<file path="config.mk">
export PLATFORM = sky130hd
export DESIGN_NAME = nearest_k_sorted_keep
export DESIGN_NICKNAME = d
export VERILOG_FILES = /design/src/sv/nksk_pkg.sv /design/src/sv/nksk_cell.sv /design/src/sv/nearest_k_sorted_keep.sv
export SDC_FILE = /design/constraint.sdc
export NUM_CORES = 1
export LEC_CHECK = 0
export BUFFER_PORTS_ARGS = -buffer_cell sky130_fd_sc_hd__buf_2
export CAP_MARGIN = 10
export CELL_PAD_IN_SITES_DETAIL_PLACEMENT = 1
export CELL_PAD_IN_SITES_GLOBAL_PLACEMENT = 1
export CORE_ASPECT_RATIO = 1.4
export CORE_MARGIN = 4
export CORE_UTILIZATION = 53
export CTS_CLUSTER_DIAMETER = 30
export DETAILED_ROUTE_END_ITERATION = 12
export GPL_TIMING_DRIVEN = 0
export MAX_ROUTING_LAYER = met4
export PLACE_DENSITY_LB_ADDON = 0.05
export SLEW_MARGIN = 20
export SYNTH_ARGS = -nofsm -noshare
export SYNTH_HDL_FRONTEND = slang
export SYNTH_SLANG_ARGS = --single-unit
</file>
<file path="constraint.sdc">
create_clock -name clk -period 12.16 [get_ports clk]
set_input_delay 2.432 -clock clk [delete_from_list [all_inputs] [get_ports clk]]
set_output_delay 2.432 -clock clk [all_outputs]
set_load 0.02 [all_outputs]
</file>
<file path="src/sv/nksk_pkg.sv">
// Package for the nearest-K sorted keep list: beat types, cell entry type
// and fixed field widths. No dependencies.
package nksk_pkg;

    localparam int KEY_WIDTH   = 32;
    localparam int TAG_WIDTH   = 16;
    localparam int IDX_WIDTH   = 3;
    localparam int COUNT_WIDTH = 16;

    localparam logic [COUNT_WIDTH-1:0] COUNT_MAX = {COUNT_WIDTH{1'b1}};

    // One offer beat.
    typedef struct packed {
        logic [KEY_WIDTH-1:0] distance_key;
        logic [TAG_WIDTH-1:0] candidate_tag;
        logic                 first_of_frame;
        logic                 end_of_frame;
    } in_t;

    // One emitted slot beat.
    typedef struct packed {
        logic [IDX_WIDTH-1:0]   slot_index;
        logic                   slot_valid;
        logic [KEY_WIDTH-1:0]   slot_key;
        logic [TAG_WIDTH-1:0]   slot_tag;
        logic [COUNT_WIDTH-1:0] offered_count;
        logic                   last_slot;
    } out_t;

    // Contents of one list cell as seen by its neighbors.
    typedef struct packed {
        logic                 valid;
        logic [KEY_WIDTH-1:0] key;
        logic [TAG_WIDTH-1:0] tag;
    } entry_t;

    // Per-cycle command broadcast to every cell.
    typedef struct packed {
        logic insert;
        logic clear;
        logic rotate;
    } cell_ctrl_t;

endpackage

</file>
<file path="src/sv/nksk_cell.sv">
// One cell of the sorted keep list: holds one entry, decides locally
// whether a new key lands here, and shifts or rotates with its neighbors.
// Depends on nksk_pkg.
module nksk_cell (
    input  logic                clk,
    input  logic                rst_n,
    input  nksk_pkg::cell_ctrl_t ctrl,
    input  nksk_pkg::entry_t    new_entry,
    input  nksk_pkg::entry_t    left_entry,
    input  logic                left_ins,
    input  nksk_pkg::entry_t    right_entry,
    output nksk_pkg::entry_t    entry,
    output logic                ins
);
    import nksk_pkg::*;

    logic                 valid_reg;
    logic                 valid_next;
    logic [KEY_WIDTH-1:0] key_reg;
    logic [KEY_WIDTH-1:0] key_next;
    logic [TAG_WIDTH-1:0] tag_reg;
    logic [TAG_WIDTH-1:0] tag_next;
    logic                 valid_eff;

    // A clear on this beat empties the cell before the offer is placed.
    assign valid_eff = valid_reg & ~ctrl.clear;

    // The new key belongs here or earlier when the cell is empty or holds
    // a strictly larger key, so equal keys keep their arrival order.
    assign ins = ~valid_eff | (new_entry.key < key_reg);

    assign entry.valid = valid_eff;
    assign entry.key   = key_reg;
    assign entry.tag   = tag_reg;

    // Next contents: rotate during readout, otherwise shift or take the offer.
    // With no insert and no rotate there is no clear, so the cell holds.
    always_comb
    begin
        valid_next = valid_reg;
        key_next   = key_reg;
        tag_next   = tag_reg;
        priority if (ctrl.rotate)
        begin
            valid_next = right_entry.valid;
            key_next   = right_entry.key;
            tag_next   = right_entry.tag;
        end
        else if (ctrl.insert && ins && left_ins)
        begin
            valid_next = left_entry.valid;
            key_next   = left_entry.key;
            tag_next   = left_entry.tag;
        end
        else if (ctrl.insert && ins)
        begin
            valid_next = new_entry.valid;
            key_next   = new_entry.key;
            tag_next   = new_entry.tag;
        end
        else
        begin
            valid_next = valid_eff;
        end
    end

    // Occupancy flag.
    always_ff @(posedge clk or negedge rst_n)
    begin
        if (!rst_n)
        begin
            valid_reg <= 1'b0;
        end
        else
        begin
            valid_reg <= valid_next;
        end
    end

    // Key and tag payload.
    always_ff @(posedge clk)
    begin
        key_reg <= key_next;
        tag_reg <= tag_next;
    end

endmodule

</file>
<file path="src/sv/nearest_k_sorted_keep.sv">
// Top level of the nearest-K sorted keep list: a row of nksk_cell cells,
// the offer counter and the readout sequencer. Depends on nksk_pkg, nksk_cell.
// Timing: an offer is applied at its accept edge; after an end_of_frame beat
//   the slots follow on strobe one after another, slot 0 first.
// Throughput: one offer per cycle while busy is low; an end_of_frame beat starts
//   a readout; busy holds while the cells rotate their contents past slot 0.
// Reset: list empty, offer count zero, no readout running; results cannot stall.
module nearest_k_sorted_keep #(
    parameter int KEEP_DEPTH = 8
) (
    input  logic           clk,
    input  logic           rst_n,
    input  logic           start,
    output logic           busy,
    input  nksk_pkg::in_t  item,
    output logic           strobe,
    output nksk_pkg::out_t result
);
    import nksk_pkg::*;

    localparam int SLOT_W = (KEEP_DEPTH > 1) ? $clog2(KEEP_DEPTH) : 1;
    localparam logic [SLOT_W-1:0] SLOT_LAST = SLOT_W'(KEEP_DEPTH - 1);

    typedef enum logic {ST_IDLE, ST_EMIT} state_t;

    state_t                 state_reg;
    state_t                 state_next;
    logic [SLOT_W-1:0]      slot_reg;
    logic [SLOT_W-1:0]      slot_next;
    logic [COUNT_WIDTH-1:0] count_reg;
    logic [COUNT_WIDTH-1:0] count_next;
    logic [COUNT_WIDTH-1:0] count_base;
    logic                   accept;
    cell_ctrl_t             ctrl;
    entry_t                 new_entry;
    entry_t                 cell_entry [KEEP_DEPTH];
    logic                   cell_ins   [KEEP_DEPTH];

    assign accept = start & ~busy;
    assign busy   = (state_reg == ST_EMIT);

    assign ctrl.insert = accept;
    assign ctrl.clear  = accept & item.first_of_frame;
    assign ctrl.rotate = busy;

    assign new_entry.valid = 1'b1;
    assign new_entry.key   = item.distance_key;
    assign new_entry.tag   = item.candidate_tag;

    // Chain of cells; the last cell wraps to the first for readout rotation.
    for (genvar i = 0; i < KEEP_DEPTH; i++)
    begin : g_cell
        entry_t left_entry;
        logic   left_ins;

        if (i == 0)
        begin : g_head
            assign left_entry = '0;
            assign left_ins   = 1'b0;
        end
        else
        begin : g_body
            assign left_entry = cell_entry[i-1];
            assign left_ins   = cell_ins[i-1];
        end

        nksk_cell u_cell (
            .clk         (clk),
            .rst_n       (rst_n),
            .ctrl        (ctrl),
            .new_entry   (new_entry),
            .left_entry  (left_entry),
            .left_ins    (left_ins),
            .right_entry (cell_entry[(i + 1) % KEEP_DEPTH]),
            .entry       (cell_entry[i]),
            .ins         (cell_ins[i])
        );
    end

    // Saturating offer counter, restarted by a clear.
    always_comb
    begin
        count_base = item.first_of_frame ? '0 : count_reg;
        count_next = count_reg;
        if (accept)
        begin
            count_next = (count_base == COUNT_MAX) ? count_base : count_base + 1'b1;
        end
    end

    // Readout sequencer.
    always_comb
    begin
        state_next = state_reg;
        slot_next  = slot_reg;
        unique case (state_reg)
            ST_IDLE:
            begin
                slot_next = '0;
                if (accept && item.end_of_frame)
                begin
                    state_next = ST_EMIT;
                end
            end
            ST_EMIT:
            begin
                slot_next = slot_reg + 1'b1;
                if (slot_reg == SLOT_LAST)
                begin
                    state_next = ST_IDLE;
                    slot_next  = '0;
                end
            end
            default:
            begin
                state_next = ST_IDLE;
                slot_next  = '0;
            end
        endcase
    end

    always_ff @(posedge clk or negedge rst_n)
    begin
        if (!rst_n)
        begin
            state_reg <= ST_IDLE;
            slot_reg  <= '0;
            count_reg <= '0;
        end
        else
        begin
            state_reg <= state_next;
            slot_reg  <= slot_next;
            count_reg <= count_next;
        end
    end

    // Result beat comes straight from the head cell; empty slots read as zero.
    assign strobe               = busy;
    assign result.slot_index    = IDX_WIDTH'(slot_reg);
    assign result.slot_valid    = cell_entry[0].valid;
    assign result.slot_key      = cell_entry[0].valid ? cell_entry[0].key : '0;
    assign result.slot_tag      = cell_entry[0].valid ? cell_entry[0].tag : '0;
    assign result.offered_count = count_reg;
    assign result.last_slot     = (slot_reg == SLOT_LAST);

    // An end-of-frame offer starts the readout at slot 0 on the next cycle.
    a_emit_starts: assert property (@(posedge clk) disable iff (!rst_n)
        accept && item.end_of_frame |=> strobe && (slot_reg == '0))
        else $error("readout did not start after end of frame");

    // The final slot ends the readout.
    a_emit_ends: assert property (@(posedge clk) disable iff (!rst_n)
        strobe && result.last_slot |=> !busy)
        else $error("readout ran past the last slot");

    // Within a readout the reported count holds and slots stay consecutive.
    a_emit_steady: assert property (@(posedge clk) disable iff (!rst_n)
        strobe && !result.last_slot |=>
            strobe && $stable(result.offered_count) && (slot_reg == $past(slot_reg) + 1'b1))
        else $error("readout beats not consecutive");

    // Kept entries form a prefix: once an empty slot appears, the rest are empty.
    a_prefix: assert property (@(posedge clk) disable iff (!rst_n)
        strobe && !result.slot_valid && !result.last_slot |=> !result.slot_valid)
        else $error("valid entry after an empty slot");

    // A clearing offer leaves exactly one counted offer.
    a_clear_count: assert property (@(posedge clk) disable iff (!rst_n)
        accept && item.first_of_frame |=> count_reg == COUNT_WIDTH'(1))
        else $error("offer count wrong after clear");

endmodule
</file>
## Word level (Yosys, flattened, before mapping)

Cells that the tools add are included.

| operators by class | value |
|---|---|
| $add $sub $neg | 2 |
| magnitude comparators | 8 |
| equal/unequal tests | 2 |
| mux-type cells | 78 |
| bitwise logic cells | 28 |
| reduce and logical (&&, ||, !) cells | 24 |

Operators with widths:

| cell | number |
|---|---|
| 2-to-1 mux 32 bit | 24 |
| 2-to-1 mux 16 bit | 26 |
| < comparator 32 bit | 8 |
| 2-to-1 mux 1 bit | 25 |
| nonzero test 3 bit | 7 |
| adder 16 x 1 -> 16 bit, second input constant | 1 |
| equality test 16 bit, second input constant | 1 |
| logical AND 1 bit | 16 |
| AND 1 bit | 10 |
| NOT 1 bit | 10 |
| bitwise OR 1 bit | 8 |
| one-hot mux 3 bit (2 select lines) | 1 |
| adder 3 x 1 -> 3 bit, second input constant | 1 |
| equality test 3 bit, second input constant | 1 |
| 2-to-1 mux 3 bit | 1 |
| one-hot mux 1 bit (2 select lines) | 1 |
| nonzero test 2 bit | 1 |

| storage, ports and cells | value |
|---|---|
| flip-flop bits (word level) | 412 |
| input port bits | 53 |
| output and inout bits | 71 |
| logic and storage cells | 169 |

## Logic depth before layout (Yosys ltp)

| logic depth | value |
|---|---|
| word-level depth | 11 |
| mapped depth | 13 |
| mapped depth without buffers | 9 |

## By module

From an unflattened synthesis, not the netlist that was laid out.

| unflattened totals | value |
|---|---|
| cell total of the unflattened synthesis | 2878 |
| area total of the unflattened synthesis | 32284.7 um^2 |

By module, submodules not included:

| module | instances | cells each | area an instance (um^2) | seq. area each (um^2) |
|---|---|---|---|---|
| nksk_cell | 8 | 337 | 3841.2 | 1466.4 |
| nearest_k_sorted_keep | 1 | 182 | 1555.2 | 500.5 |

## Least setup slack after synthesis

No wires, ideal clock.

| timing | value |
|---|---|
| kind | input-to-reg |
| start point | in item[45] (netlist bit) |
| end point | reg g_cell[4].u_cell.key_reg[0] (enable) |
| setup time | 0.520 ns |
| arrival time | 6.883 ns |
| data required time | 11.640 ns |
| path slack | 4.757 ns |
| cell stages on the path | 7 |
| path buffers | 0 |
| path through | ha_1 -> a21oi_1 -> o21ai_0 -> a221oi_1 -> o22a_1 -> o21ai_0 -> o21ai_0 |

| between the ends | value |
|---|---|
| word-level cells in the longest chain between the ends | 5 |
| elaborated cells on any way between the ends | 7 |
| those cells by class | order compare: 2; bitwise: 2; reduce/logical: 3 |

RTL lines:

| item | RTL line | RTL |
|---|---|---|
| start: declaration | nearest_k_sorted_keep.sv:15 | `input nksk_pkg::in_t item,` |
| < comparator 32 bit | nksk_cell.sv:30 | `assign ins = ~valid_eff \| (new_entry.key < key_reg);` |
| bitwise OR 1 bit | nksk_cell.sv:30 |  |
| logical AND 1 bit | nksk_cell.sv:49, nksk_cell.sv:55 |  |
| logical AND 1 bit | nksk_cell.sv:49 | `else if (ctrl.insert && ins && left_ins)` |
| nonzero test 3 bit (no line) * | -- |  |
| end signal: assignment | nksk_cell.sv:83 | `key_reg <= key_next;` |
| end: declaration | nksk_cell.sv:19 | `logic [KEY_WIDTH-1:0] key_reg;` |

Mark *: on every way between the ends. The rest lies on a longest branch, timed or not.
A chain may end at the register's enable or synchronous reset.

==> impl_metrics.ini <==
[sta]
rsz0062_at_grt = no
post-route-min-period_ns = 7.24
hold_violations = 0
period_share = 0.595
finalSetupTns_ns = 0
max_freq_ghz = 0.138
fin_skew_ns = 0.0347
holdWs_ns = 0.470
finalSetupViolCount = 0
slew_violations = 0
slew_headroom = 0.247
worst_pin_slew_ns = 1.13

[setup_path]
crit_slowest_cell = buf_1
max_stage_delay_ns = 0.45
r2r_start = g_cell[0].u_cell.key_reg[12]$_DFFE_PP_
worst_setup_path_end_kind = output pin
crit_required_ns = 9.73
critPathLaunchType = input pin
worstSetupStartpoint = start
critical_path_class = in -> out
critical_path.max_fanout = 10
crit_buf_inv = 6
cpLargestDelayFamily = buffers and inverters
crit_top_cell = buf_2
crit_arrival_ns = 4.81
cp_cell_sequence = buf_2 -> nor2b_1 -> nand2_1 -> buf_2 -> buf_2 -> buf_1 -> clkbuf_1 -> and3_1 -> buf_2

[clock_network]
root_buffer = clkbuf_16
clkTransAtPathRegs_ns = 0.05
h-tree-depth = 3
post_cts_buffers = 0
cts.path.max_buffers = 3
cts_sinks = 412
cts_made_buffers = 95
cts_resized = 0
tritoncts = done
clkLatencyLatePin_ns = 0.67
holdBufCountCts = 0

[logic_synthesis]
ys.flop_type = edfxtp_1
synth_most_common_cell = edfxtp_1
synthTopCellsByCount = 384 x edfxtp_1, 310 x inv_1, 296 x nand3_1
synth.distinct_cells = 63
synthArstFlopShare = 0.0680
ys_ff_latch = 412
synth_warnings = 0
synth.top_cell.area_share = 0.418
synth_area_mm2 = 0.0276
yosysTopAreaCell = edfxtp_1
ys_seq_area_frac = 0.443
synth_edf_count = 384
syn-num-nets = 3152
synth.avg_cell_area_um2 = 9.69
synth_cells = 2848
synth_area_leaders = edfxtp_1 42%, ha_1 11%, nand3_1 5.4%

[floorplan]
initial_utilization = 0.538
die_h_um = 278
fp-row-count = 98
pin_count = 124
core_mm2 = 0.0513
die-area_mm2 = 0.0558
die_w_um = 201

[drt]
ant_nets = 0
detail_route.vias_per_cell = 7.36
first_iter_violations = 3215
drc_errors = 0
wl_per_cell_um = 34.1
vias = 28015
drt-total-wl_um = 130000
drtPass1Iterations = 6

[finish]
fin_nets = 3382
syn_to_final_growth_pct = 17.9
final_cells = 3808
largest_reg_flops = 256
stdcell_area_mm2 = 0.0325
utilization = 0.635
drive_gt1_frac = 0.118

[placement]
dpl-instance-area_mm2 = 0.0293
place_congestion = 1.01
io_buffers = 123
dpl.hpwl_um = 90400
dp.cells = 3631

[power_and_ir_drop]
p_seq_frac = 0.295
power_frac_clock = 0.227
p_comb_frac = 0.478
p_leak_nw = 14.1
swShare = 0.463
p_per_area_mw_per_mm2 = 350
p_sw_w = 0.00528
max-vdd-ir-drop_uv = 196
internal_power_w = 0.00611

[global_routing]
grt_usage = 0.462
grt_max_degree = 36
grt_pass1_vias = 29835
grt_overflow_total = 0
grt_pass1_wl_um = 188000
antenna_found_initial = 3

[hold_path]
hp-start = slot_reg[0]$_DFF_PN0_
hold_path_class = reg -> reg

[flow_run]
cap_violations = 0

[outcome]
status = finished, final reports clean
[routing by layer]
layer  vias to the layer above  global-route usage  routed length, µm
met1                     13801               0.503              43900
met5                         -                   -                  0
met3                       734              0.0983              13000
li1                      11410                   -                  -
met2                      2070               0.736              60500
met4                         0               0.364              12400
[power by group through the flow]
stage	registers (W)	logic [W]	clock network (W)
after floorplan	0.00308	0.00314	0
after CTS	0.00332	0.00521	0.00256
after detailed placement	0.00332	0.00512	0
after global placement	0.00335	0.00475	0
after global routing	0.00340	0.00569	0.00265
final	0.00336	0.00544	0.00258
[path summary, 6_finish.rpt]
| path | end | slack [ns] | cells past startpoint |
|---|---|---|---|
| setup / recovery | result[61] | 4.92 | 9 |
| hold / removal | slot_reg[0]$_DFF_PN0_ | 0.47 | 1 |
| setup reg to reg | g_cell[1].u_cell.key_reg[19]$_DFFE_PP_ | 7.33 | 11 |
| hold reg to reg | slot_reg[0]$_DFF_PN0_ | 0.47 | 1 |
| max in group asynchronous | g_cell[4].u_cell.valid_reg$_DFF_PN0_ | 9.78 | 1 |
| min in group asynchronous | count_reg[3]$_DFFE_PN0P_ | 1.86 | 1 |
[final cells by class]
class	count	area, µm²
plain buffers	208	955
well taps	650	813
inverters	310	1160
fillers	5756	18700
diodes	3	7.51
clock inverters	63	673
flip-flops and latches	412	12200
multi-input cells	1918	13300
repair buffers	133	853
clock buffers	111	2520
[cells in the final DEF, fill, tap and decap left out, drive strengths merged, types with 51 or more instances in the layout]
cell type	instances
nand4	85
inv	312
nand2b	56
a22oi	147
and3	51
ha	251
nand3	296
a21oi	175
o221ai	63
nor2	82
clkbuf	243
edfxtp	384
nand2	211
buf	209
o21ai	90
[cells by family (layout without fill, tap and decap cells)]
kind of cell | after synthesis | in the layout | synth area share
and+or+nand+nor | 846 | 846 | 0.154
AOI/OAI and AO/OA | 806 | 806 | 0.207
buffers and inverters | 518 | 825 | 0.0767
DFF | 412 | 412 | 0.443
adders and majority gates | 251 | 251 | 0.114
xor gates and xnor gates | 13 | 13 | 0.00413
muxes | 2 | 2 | 0.000771
other | 0 | 3 | 0
[through the flow]
| step | setup slack [ns] | power, W |
|---|---|---|
| 2_1_floorplan | 4.76 | 0.00622 |
| 3_3_place_gp | 0.545 | 0.00810 |
| 3_5_place_dp | 5.09 | 0.00844 |
| 4_1_cts | 4.99 | 0.0111 |
| 5_1_grt | 4.80 | 0.0117 |
| 6_report | 4.92 | 0.0114 |
No activity file was read; power rests on OpenSTA's default activity.
